--- src/rtl/core/tctt_pkg.sv ---
// ----------------------------------------------------------------------------
// tctt_pkg
// shared types, codes and sizes of the tick countdown timer table
// ----------------------------------------------------------------------------
package tctt_pkg;

  // table geometry
  localparam int TimerSlots  = 16;
  localparam int HandleCount = 16;
  localparam int SlotIdxW    = $clog2(TimerSlots);
  localparam int CountW      = $clog2(TimerSlots + 1);
  localparam int HandleW     = 4;

  // field widths
  localparam int ActionW   = 2;
  localparam int AmountW   = 32;
  localparam int UnitW     = 3;
  localparam int KindW     = 3;
  localparam int TickRateW = 14;
  localparam int TickW     = 32;
  localparam int ProdW     = AmountW + TickRateW;

  // reciprocal multiply for the ms and us divides, exact over any 32-bit product
  localparam int RecipProdW   = 2 * TickW;
  localparam int RecipMsShift = 38;
  localparam int RecipUsShift = 50;
  localparam logic [TickW-1:0] RecipMs = TickW'(274877907);
  localparam logic [TickW-1:0] RecipUs = TickW'(1125899907);

  // configuration port
  localparam int ApbDataW = 32;
  localparam int PaddrW   = 3;
  localparam logic RegTickRate = 1'b0;
  localparam logic [TickRateW-1:0] TickRateReset = TickRateW'(24);

  typedef enum logic [ActionW-1:0] {
    ACT_SCHEDULE = 2'd0,
    ACT_CANCEL   = 2'd1,
    ACT_TICK     = 2'd2
  } action_e;

  typedef enum logic [UnitW-1:0] {
    UNIT_TICKS = 3'd0,
    UNIT_SEC   = 3'd1,
    UNIT_MS    = 3'd2,
    UNIT_US    = 3'd3
  } unit_e;

  typedef enum logic [KindW-1:0] {
    KIND_SCHEDULED = 3'd0,
    KIND_REJECTED  = 3'd1,
    KIND_CANCELLED = 3'd2,
    KIND_NOT_FOUND = 3'd3,
    KIND_FIRED     = 3'd4,
    KIND_TICK_DONE = 3'd5
  } kind_e;

  typedef enum logic [2:0] {
    ST_IDLE,
    ST_DECODE,
    ST_MUL,
    ST_DIV,
    ST_APPEND,
    ST_WALK
  } ctrl_state_e;

  typedef struct packed {
    logic [HandleW-1:0] handle;
    logic [TickW-1:0]   count;
  } entry_t;

  // controller to datapath
  typedef struct packed {
    logic load;
    logic mul;
    logic div;
    logic append;
    logic reject;
    logic walk;
    logic finish;
  } cmd_t;

  // datapath to controller
  typedef struct packed {
    logic [ActionW-1:0] act;
    logic               bad_unit;
    logic               full;
    logic               need_div;
    logic               walk_done;
  } sts_t;

endpackage

--- src/rtl/core/tctt_regs.sv ---
// ----------------------------------------------------------------------------
// tctt_regs
// apb-style register file holding the tick rate
// ----------------------------------------------------------------------------
module tctt_regs (
  input  logic                           clk_i,
  input  logic                           rst_ni,
  input  logic                           psel,
  input  logic                           penable,
  input  logic                           pwrite,
  input  logic [tctt_pkg::PaddrW-1:0]    paddr,
  input  logic [tctt_pkg::ApbDataW-1:0]  pwdata,
  output logic [tctt_pkg::ApbDataW-1:0]  prdata,
  output logic                           pready,
  output logic [tctt_pkg::TickRateW-1:0] tick_rate_o
);
  import tctt_pkg::*;

  logic [TickRateW-1:0] tick_rate_q, tick_rate_d;
  logic                 wr_en;

  assign pready = 1'b1;
  assign wr_en  = psel && penable && pwrite && pready;

  always_comb begin
    tick_rate_d = tick_rate_q;
    if (wr_en && (paddr[2] == RegTickRate)) begin
      tick_rate_d = pwdata[TickRateW-1:0];
    end
  end

  always_ff @(posedge clk_i or negedge rst_ni) begin
    if (!rst_ni) begin
      tick_rate_q <= TickRateReset;
    end else begin
      tick_rate_q <= tick_rate_d;
    end
  end

  always_comb begin
    prdata = '0;
    if (paddr[2] == RegTickRate) begin
      prdata = ApbDataW'(tick_rate_q);
    end
  end

  assign tick_rate_o = tick_rate_q;

endmodule

--- src/rtl/core/tctt_ctrl.sv ---
// ----------------------------------------------------------------------------
// tctt_ctrl
// sequencing state machine for schedule, cancel and tick requests
// ----------------------------------------------------------------------------
module tctt_ctrl (
  input  logic           clk_i,
  input  logic           rst_ni,
  input  logic           start,
  output logic           busy,
  input  tctt_pkg::sts_t sts_i,
  output tctt_pkg::cmd_t cmd_o
);
  import tctt_pkg::*;

  ctrl_state_e state_q, state_d;

  // next state
  always_comb begin
    state_d = state_q;
    unique case (state_q)
      ST_IDLE: begin
        if (start) state_d = ST_DECODE;
      end
      ST_DECODE: begin
        unique case (sts_i.act) inside
          ACT_SCHEDULE: begin
            state_d = (sts_i.bad_unit || sts_i.full) ? ST_IDLE : ST_MUL;
          end
          ACT_CANCEL, ACT_TICK: state_d = ST_WALK;
          default:              state_d = ST_IDLE;
        endcase
      end
      ST_MUL: begin
        state_d = sts_i.need_div ? ST_DIV : ST_APPEND;
      end
      ST_DIV:    state_d = ST_APPEND;
      ST_APPEND: state_d = ST_IDLE;
      ST_WALK: begin
        if (sts_i.walk_done) state_d = ST_IDLE;
      end
      default: state_d = ST_IDLE;
    endcase
  end

  // command outputs
  always_comb begin
    cmd_o = '0;
    unique case (state_q)
      ST_IDLE:     cmd_o.load = start;
      ST_DECODE: begin
        unique case (sts_i.act) inside
          ACT_SCHEDULE:         cmd_o.reject = sts_i.bad_unit || sts_i.full;
          ACT_CANCEL, ACT_TICK: cmd_o.reject = 1'b0;
          default:              cmd_o.reject = 1'b1;
        endcase
      end
      ST_MUL:      cmd_o.mul = 1'b1;
      ST_DIV:      cmd_o.div = 1'b1;
      ST_APPEND:   cmd_o.append = 1'b1;
      ST_WALK: begin
        cmd_o.walk   = 1'b1;
        cmd_o.finish = sts_i.walk_done;
      end
      default:     cmd_o = '0;
    endcase
  end

  assign busy = (state_q != ST_IDLE);

  always_ff @(posedge clk_i or negedge rst_ni) begin
    if (!rst_ni) begin
      state_q <= ST_IDLE;
    end else begin
      state_q <= state_d;
    end
  end

endmodule

--- src/rtl/core/tctt_dp.sv ---
// ----------------------------------------------------------------------------
// tctt_dp
// slot memory, handle allocation, unit conversion and result register
// ----------------------------------------------------------------------------
module tctt_dp (
  input  logic                           clk_i,
  input  logic                           rst_ni,
  input  tctt_pkg::cmd_t                 cmd_i,
  output tctt_pkg::sts_t                 sts_o,
  input  logic [tctt_pkg::TickRateW-1:0] tick_rate_i,
  input  logic [tctt_pkg::ActionW-1:0]   action_i,
  input  logic [tctt_pkg::AmountW-1:0]   amount_i,
  input  logic [tctt_pkg::UnitW-1:0]     unit_i,
  input  logic [tctt_pkg::HandleW-1:0]   cancel_handle_i,
  output logic                           out_strobe_o,
  output logic [tctt_pkg::KindW-1:0]     kind_o,
  output logic [tctt_pkg::HandleW-1:0]   handle_o,
  output logic                           last_o
);
  import tctt_pkg::*;

  // latched request
  logic [ActionW-1:0] act_q;
  logic [AmountW-1:0] amount_q;
  logic [UnitW-1:0]   unit_q;
  logic [HandleW-1:0] chandle_q;

  // conversion
  logic [ProdW-1:0]      prod_q;
  logic [TickW-1:0]      prod_sat;
  logic [TickW-1:0]      recip;
  logic [RecipProdW-1:0] recip_prod;
  logic [TickW-1:0]      quo_q, quo_d;
  logic [TickW-1:0]      ticks;

  // table state
  entry_t                mem [TimerSlots];
  entry_t                rd_entry_q;
  logic                  rd_en;
  logic                  mem_we;
  logic [SlotIdxW-1:0]   mem_waddr;
  entry_t                mem_wdata;
  logic [CountW-1:0]     live_q, live_d;
  logic [HandleCount-1:0] busy_q, busy_d;
  logic [HandleW-1:0]    free_h;

  // walk pointers
  logic [CountW-1:0] r_q, r_d, w_q, w_d;
  logic              pv_q, pv_d;
  logic              found_q, found_d;

  // result register
  logic               out_valid_q, out_valid_d;
  logic [KindW-1:0]   kind_q, kind_d;
  logic [HandleW-1:0] handle_q, handle_d;
  logic               last_q, last_d;

  always_ff @(posedge clk_i) begin
    if (cmd_i.load) begin
      act_q     <= action_i;
      amount_q  <= amount_i;
      unit_q    <= unit_i;
      chandle_q <= cancel_handle_i;
    end
    if (cmd_i.mul) begin
      prod_q <= ProdW'(amount_q) * ProdW'(tick_rate_i);
    end
    if (cmd_i.div) begin
      quo_q <= quo_d;
    end
  end

  assign prod_sat = (|prod_q[ProdW-1:TickW]) ? '1 : prod_q[TickW-1:0];

  // divide by 1000 or 1000000 as a multiply by the reciprocal and a shift
  assign recip      = (unit_q == UNIT_MS) ? RecipMs : RecipUs;
  assign recip_prod = RecipProdW'(prod_sat) * RecipProdW'(recip);
  assign quo_d      = (unit_q == UNIT_MS) ? TickW'(recip_prod >> RecipMsShift)
                                          : TickW'(recip_prod >> RecipUsShift);

  always_comb begin
    case (unit_q)
      UNIT_TICKS: ticks = amount_q;
      UNIT_SEC:   ticks = prod_sat;
      default:    ticks = quo_q;
    endcase
  end

  // lowest free handle
  always_comb begin
    free_h = '0;
    for (int h = HandleCount - 1; h >= 0; h--) begin
      if (!busy_q[h]) free_h = HandleW'(h);
    end
  end

  always_comb begin
    r_d         = r_q;
    w_d         = w_q;
    pv_d        = 1'b0;
    found_d     = found_q;
    live_d      = live_q;
    busy_d      = busy_q;
    rd_en       = 1'b0;
    mem_we      = 1'b0;
    mem_waddr   = w_q[SlotIdxW-1:0];
    mem_wdata   = rd_entry_q;
    out_valid_d = 1'b0;
    kind_d      = kind_q;
    handle_d    = handle_q;
    last_d      = last_q;

    if (cmd_i.load) begin
      r_d     = '0;
      w_d     = '0;
      found_d = 1'b0;
    end

    if (cmd_i.reject) begin
      out_valid_d = 1'b1;
      kind_d      = KIND_REJECTED;
      handle_d    = '0;
      last_d      = 1'b1;
    end

    if (cmd_i.append) begin
      mem_we           = 1'b1;
      mem_waddr        = live_q[SlotIdxW-1:0];
      mem_wdata.handle = free_h;
      mem_wdata.count  = ticks;
      live_d           = live_q + CountW'(1);
      busy_d[free_h]   = 1'b1;
      out_valid_d      = 1'b1;
      kind_d           = KIND_SCHEDULED;
      handle_d         = free_h;
      last_d           = 1'b1;
    end

    if (cmd_i.walk) begin
      // read side runs one entry ahead of the compacting write side
      if (r_q < live_q) begin
        rd_en = 1'b1;
        r_d   = r_q + CountW'(1);
        pv_d  = 1'b1;
      end
      if (pv_q) begin
        if (act_q == ACT_TICK) begin
          if (rd_entry_q.count != '0) begin
            mem_we          = 1'b1;
            mem_wdata.count = rd_entry_q.count - TickW'(1);
            w_d             = w_q + CountW'(1);
          end else begin
            busy_d[rd_entry_q.handle] = 1'b0;
            out_valid_d = 1'b1;
            kind_d      = KIND_FIRED;
            handle_d    = rd_entry_q.handle;
            last_d      = 1'b0;
          end
        end else begin
          if (!found_q && (rd_entry_q.handle == chandle_q)) begin
            found_d                   = 1'b1;
            busy_d[rd_entry_q.handle] = 1'b0;
          end else begin
            mem_we = 1'b1;
            w_d    = w_q + CountW'(1);
          end
        end
      end
    end

    if (cmd_i.finish) begin
      live_d      = w_q;
      out_valid_d = 1'b1;
      last_d      = 1'b1;
      if (act_q == ACT_TICK) begin
        kind_d   = KIND_TICK_DONE;
        handle_d = '0;
      end else if (found_q) begin
        kind_d   = KIND_CANCELLED;
        handle_d = chandle_q;
      end else begin
        kind_d   = KIND_NOT_FOUND;
        handle_d = '0;
      end
    end
  end

  // slot memory, one write and one registered read port
  always_ff @(posedge clk_i) begin
    if (mem_we) begin
      mem[mem_waddr] <= mem_wdata;
    end
    if (rd_en) begin
      rd_entry_q <= mem[r_q[SlotIdxW-1:0]];
    end
  end

  always_ff @(posedge clk_i or negedge rst_ni) begin
    if (!rst_ni) begin
      live_q      <= '0;
      busy_q      <= '0;
      r_q         <= '0;
      w_q         <= '0;
      pv_q        <= 1'b0;
      found_q     <= 1'b0;
      out_valid_q <= 1'b0;
      kind_q      <= KIND_TICK_DONE;
      handle_q    <= '0;
      last_q      <= 1'b0;
    end else begin
      live_q      <= live_d;
      busy_q      <= busy_d;
      r_q         <= r_d;
      w_q         <= w_d;
      pv_q        <= pv_d;
      found_q     <= found_d;
      out_valid_q <= out_valid_d;
      kind_q      <= kind_d;
      handle_q    <= handle_d;
      last_q      <= last_d;
    end
  end

  assign sts_o.act       = act_q;
  assign sts_o.bad_unit  = unit_q[UnitW-1];
  assign sts_o.full      = (live_q >= CountW'(TimerSlots)) || (&busy_q);
  assign sts_o.need_div  = (unit_q == UNIT_MS) || (unit_q == UNIT_US);
  assign sts_o.walk_done = (r_q == live_q) && !pv_q;

  assign out_strobe_o = out_valid_q;
  assign kind_o       = kind_q;
  assign handle_o     = handle_q;
  assign last_o       = last_q;

`ifndef NO_ASSERTIONS
  a_live_bound: assert property (@(posedge clk_i) disable iff (!rst_ni)
    live_q <= CountW'(TimerSlots))
    else $error("live count beyond table size");

  a_busy_matches_live: assert property (@(posedge clk_i) disable iff (!rst_ni)
    cmd_i.load |-> ($countones(busy_q) == int'(live_q)))
    else $error("handle bits disagree with live count at accept");

  a_write_behind_read: assert property (@(posedge clk_i) disable iff (!rst_ni)
    cmd_i.walk |-> (w_q <= r_q))
    else $error("compaction write pointer passed read pointer");

  a_append_has_room: assert property (@(posedge clk_i) disable iff (!rst_ni)
    cmd_i.append |-> ((live_q < CountW'(TimerSlots)) && !(&busy_q)))
    else $error("entry appended to a full table");
`endif

endmodule

--- src/rtl/core/tick_countdown_timer_table_unit.sv ---
// ----------------------------------------------------------------------------
// tick_countdown_timer_table_unit
// table of one-shot countdown timers kept in insertion order
// ----------------------------------------------------------------------------
// usage
// - request channel: a transfer happens at a clock edge with start high and
//   busy low; action_i, amount_i, unit_i and cancel_handle_i are sampled then
// - result channel: each result shows on kind_o, handle_o, last_o for one
//   cycle with out_strobe_o high; last_o marks the final result of a request
// - schedule in ticks or seconds: busy through decode, multiply and append, result follows
// - schedule in ms or us: busy as for seconds plus a divide state, the
//   divide done as a multiply by the reciprocal
// - cancel and tick: busy through decode and the slot memory walk (one entry
//   read per cycle on its single read port); a tick emits one fired result per
//   expired entry, then tick done
// - rejected requests: busy only in decode, one rejected result
// - busy drops in the cycle the final result is shown, so the next request
//   may be taken while that result is on the ports
// - reset clears the table (live count and handle bits) and loads the tick
//   rate of 24; no clearing pass is needed
// - the receiver cannot stall; results are never held back
// - tick_rate is to be written over the apb port only while the block is idle; the block does not enforce it
module tick_countdown_timer_table_unit (
  input  logic                           clk_i,
  input  logic                           rst_ni,
  // request channel
  input  logic                           start,
  output logic                           busy,
  input  logic [tctt_pkg::ActionW-1:0]   action_i,
  input  logic [tctt_pkg::AmountW-1:0]   amount_i,
  input  logic [tctt_pkg::UnitW-1:0]     unit_i,
  input  logic [tctt_pkg::HandleW-1:0]   cancel_handle_i,
  // result channel
  output logic                           out_strobe_o,
  output logic [tctt_pkg::KindW-1:0]     kind_o,
  output logic [tctt_pkg::HandleW-1:0]   handle_o,
  output logic                           last_o,
  // configuration port
  input  logic                           psel,
  input  logic                           penable,
  input  logic                           pwrite,
  input  logic [tctt_pkg::PaddrW-1:0]    paddr,
  input  logic [tctt_pkg::ApbDataW-1:0]  pwdata,
  output logic [tctt_pkg::ApbDataW-1:0]  prdata,
  output logic                           pready
);
  import tctt_pkg::*;

  logic [TickRateW-1:0] tick_rate;
  cmd_t                 cmd;
  sts_t                 sts;

  // tick rate register
  tctt_regs u_regs (
    .clk_i       (clk_i),
    .rst_ni      (rst_ni),
    .psel        (psel),
    .penable     (penable),
    .pwrite      (pwrite),
    .paddr       (paddr),
    .pwdata      (pwdata),
    .prdata      (prdata),
    .pready      (pready),
    .tick_rate_o (tick_rate)
  );

  // sequencer: decode, convert, append or walk
  tctt_ctrl u_ctrl (
    .clk_i  (clk_i),
    .rst_ni (rst_ni),
    .start  (start),
    .busy   (busy),
    .sts_i  (sts),
    .cmd_o  (cmd)
  );

  // slot memory, handle bits, unit conversion and result register
  tctt_dp u_dp (
    .clk_i           (clk_i),
    .rst_ni          (rst_ni),
    .cmd_i           (cmd),
    .sts_o           (sts),
    .tick_rate_i     (tick_rate),
    .action_i        (action_i),
    .amount_i        (amount_i),
    .unit_i          (unit_i),
    .cancel_handle_i (cancel_handle_i),
    .out_strobe_o    (out_strobe_o),
    .kind_o          (kind_o),
    .handle_o        (handle_o),
    .last_o          (last_o)
  );

endmodule

--- config.mk ---
export PLATFORM = sky130hd
export DESIGN_NAME = tick_countdown_timer_table_unit
export DESIGN_NICKNAME = d
export VERILOG_FILES = /design/src/rtl/core/tctt_pkg.sv /design/src/rtl/core/tctt_regs.sv /design/src/rtl/core/tctt_ctrl.sv /design/src/rtl/core/tctt_dp.sv /design/src/rtl/core/tick_countdown_timer_table_unit.sv
export SDC_FILE = /design/constraint.sdc
export NUM_CORES = 2
export LEC_CHECK = 0
export BUFFER_PORTS_ARGS = -buffer_cell sky130_fd_sc_hd__buf_2
export CORE_ASPECT_RATIO = 1.25
export CORE_MARGIN = 5
export CORE_UTILIZATION = 40
export DETAILED_ROUTE_END_ITERATION = 7
export PLACE_DENSITY_LB_ADDON = 0.25
export SYNTH_ARGS = -nofsm -noshare
export SYNTH_HDL_FRONTEND = slang
export SYNTH_SLANG_ARGS = --single-unit
--- constraint.sdc ---
create_clock -name clk_i -period 14.6 [get_ports clk_i]
set_input_delay 1.46 -clock clk_i [delete_from_list [all_inputs] [get_ports clk_i]]
set_output_delay 1.46 -clock clk_i [all_outputs]
set_load 0.005 [all_outputs]
==> results.toml <==
[critical_path]
regToRegSetupSlack_ns = 4.31
rr_startpoint = "u_dp.prod_q[40]"
crit_required_ns = 15.01
worst_setup_path_start_kind = "flip-flop"
cp_slowest_stage_delay_ns = 0.71
cp_common_cell = "fa_1"
crit_fanout = 32
crit_path_end_kind = "flip-flop"
worstRegToRegCells = 31
path_class = "reg -> reg"
arrival_ns = 10.70
crit_slowest_cell = "a211oi_1"
crit_family = "adder cells"
r2r_end = "u_dp.quo_q[7]"
critPathBufInv = 7

[timing]
maxSlewViolCount = 0
worst_pin_slew_ns = 1.32
setup_viol = 0
tns_ns = 0
hold_viol_final = 0
skew_ns = 0.0332
min_period_ns = 10.29
slew_headroom_pct = 11.7
fmax_mhz = 97.2
period_share_pct = 70.5
rsz0062_at_grt = "false"
fin_ws_ns = 4.31

[floorplan]
io_pins = 125
start_util_pct = 40.3
die-width_um = 375
coreArea_um2 = 166000
rows = 167
die_area_um2 = 175000
die_h_um = 467

[finish]
syn_to_final_growth_pct = 8.68
layout.nets = 7134
antenna_cells = 0
drive_gt1_share_pct = 9.54
fillers = 15506

[synthesis]
synth_cell_types = 85
synthCells = 5594
synth_top_family_by_area = "adder cells"
synth_flop_cell = "edfxtp_1"
muxShareOfSynthArea_pct = 6.38
synth_fa_ha_area_share_pct = 35.9
synth_compound_area_share_pct = 5.68
netlist_area_um2 = 66800
synth-xor-area-share_pct = 1.38
synth_area_per_cell_um2 = 11.9
ys_warn_count = 0
ys_ff_latch = 783
async_flop_share_pct = 7.54
yosys.area_share.simple_pct = 8.15
ys_seq_area_share_pct = 34.8
synth_edf_count = 724

[run]
drv_cap = 0

[clocking]
cts_max_path_buffers = 3
tritoncts = "done"
cts.clk_slew.worst_paths_ns = 0.06
cts_buffers = 82
clock-sinks = 783
clk_latency_ns = 0.69
postCtsSetupBuffers = 0
htreeDepth = 3
cts_hold_buf = 0
cts-root-buf = "clkbuf_16"
ctsResizeCount = 0

[global_route]
track_usage_pct = 21.0
grt_pass1_vias = 44767
overflow = 0
grt_max_degree = 78
antenna_found_initial = 2
grt_pass1_wl_mm = 277

[placement]
pre_cts_ws_ns = 4.32
gp_congestion = 0.927
io_buffers = 85
dp_hpwl_mm = 135

[route]
drtPass1Iterations = 5
wl_mm = 182
vias = 41900
drtIter0Drc = 3183
drc = 0
detail-route-antenna-nets = 0
drt-vias-per-instance = 5.30
post_drt_wl_per_cell_um = 23.0

[run_status]
outcome = "finished clean"

[min_path]
min_path_cells = 2
hold_path.class = "reg -> reg"
whs_endpoint = "u_dp.kind_o[2]"
worstHoldStart = "u_dp.kind_o[2]"
cell families after synthesis:
logic type / Yosys count
DFF: 783
and+or+nand+nor: 1164
xor gates and xnor gates: 105
AOI/OAI and AO/OA: 595
muxes: 199
adders and majority gates: 1405
buffers and inverters: 1341
other: 2
registers in the layout, summed over array words and instances (netlist names), 4 cells and up:
| signal | cells |
|---|---|
| u_regs.tick_rate_o | 14 |
| u_dp.busy_q | 16 |
| u_dp.quo_q | 25 |
| u_dp.w_q | 5 |
| u_dp.rd_entry_q | 36 |
| u_dp.chandle_q | 4 |
| u_dp.prod_q | 46 |
| u_dp.r_q | 5 |
| u_dp.handle_o | 4 |
| u_dp.amount_q | 32 |
| u_dp.mem | 576 |
| u_dp.live_q | 5 |
worst max path at each step:
| stage | start | end | slack (ns) | cells after the start |
|---|---|---|---|---|
| global placement | u_dp.unit_q[2] | u_dp.quo_q[7] | 4.34 | 28 |
| global route | u_dp.prod_q[40] | u_dp.quo_q[7] | 3.70 | 31 |
| floorplan | u_dp.prod_q[33] | u_dp.quo_q[12] | 6.23 | 33 |
| finish | u_dp.prod_q[40] | u_dp.quo_q[7] | 4.31 | 31 |
| CTS | u_dp.prod_q[40] | u_dp.quo_q[7] | 4.26 | 31 |
| detailed placement | u_dp.prod_q[40] | u_dp.quo_q[7] | 4.32 | 31 |
metrics by stage:
stage / instances / utilization [%] / hold WS (ns) / cell area, um2
4_1_cts: 7907 / 43.7 / 0.483 / 72600
3_5_place_dp: 7760 / 42.1 / 0.474 / 69900
5_1_grt: 7907 / 43.7 / 0.501 / 72600
3_3_place_gp: 7760 / 42.1 / 0.460 / 69900
2_1_floorplan: 5665 / - / 0.457 / 67000
6_report: 7907 / 43.7 / 0.480 / 72600
Yosys cell counts, drive strengths merged (17+ instances only):
library cell / n / area share (%)
nor2: 239 / 1.4
clkbuf: 220 / 1.2
xor2: 24 / 0.31
a21oi: 201 / 1.5
o21ai: 116 / 0.87
a31oi: 26 / 0.24
edfxtp: 724 / 33
mux4: 180 / 6.1
and2: 218 / 2.0
nand4: 32 / 0.32
a21o: 61 / 0.69
fa: 855 / 26
xnor2: 81 / 1.1
nand3: 39 / 0.30
dfrtp: 55 / 2.1
nand2: 492 / 2.8
o31ai: 17 / 0.20
nor2b: 33 / 0.31
inv: 1072 / 6.0
ha: 550 / 10
nor3: 38 / 0.29
a211oi: 63 / 0.72
buf: 44 / 0.40
per-layer routing:
layer,vias up,wire length (um),global-route usage [%]
met2,1212,95600,38.3
met4,0,5620,6.04
met3,254,9200,2.59
met1,21918,71200,26.1
li1,18516,-,-
met5,-,0,0
cell type report:
type	instances	area, um2	area share, %
timing repair buffer	162	1000	1.38
multi-input combinational	3541	38900	53.6
clock inverter	43	455	0.628
clock buffer	104	2220	3.05
sequential	783	23200	32.0
tap	2197	2750	3.79
inverter	1077	4040	5.57
cells in the final DEF, fill, tap and decap left out, types with 18 or more instances in the layout:
cell type | synthesis | final
nor3_1 | 37 | 37
dfrtp_1 | 55 | 50
xor2_1 | 24 | 24
nor2_1 | 238 | 220
a21o_1 | 59 | 59
nand2_1 | 492 | 491
inv_1 | 1072 | 1071
a21oi_1 | 200 | 200
nand3_1 | 38 | 38
edfxtp_1 | 724 | 724
a31oi_1 | 26 | 26
conb_1 | 2 | 73
buf_4 | 22 | 77
xnor2_1 | 81 | 81
o21ai_0 | 115 | 115
clkbuf_16 | 0 | 84
nand4_1 | 30 | 30
buf_2 | 7 | 85
ha_1 | 550 | 550
nor2_4 | 1 | 18
mux4_2 | 180 | 180
clkinv_1 | 5 | 22
a211oi_1 | 62 | 60
and2_1 | 217 | 217
fa_1 | 855 | 855
nor2b_1 | 33 | 33
tightest hold or removal path, stage by stage, from the launching register on:
cell,delay (ns)
dfstp_2,0.37
nand2_1,0.05
a21oi_1,0.06
Power is left out: the tool's default activity adds up to more than one toggle a clock period on the data nets, which glitch-free logic cannot reach.
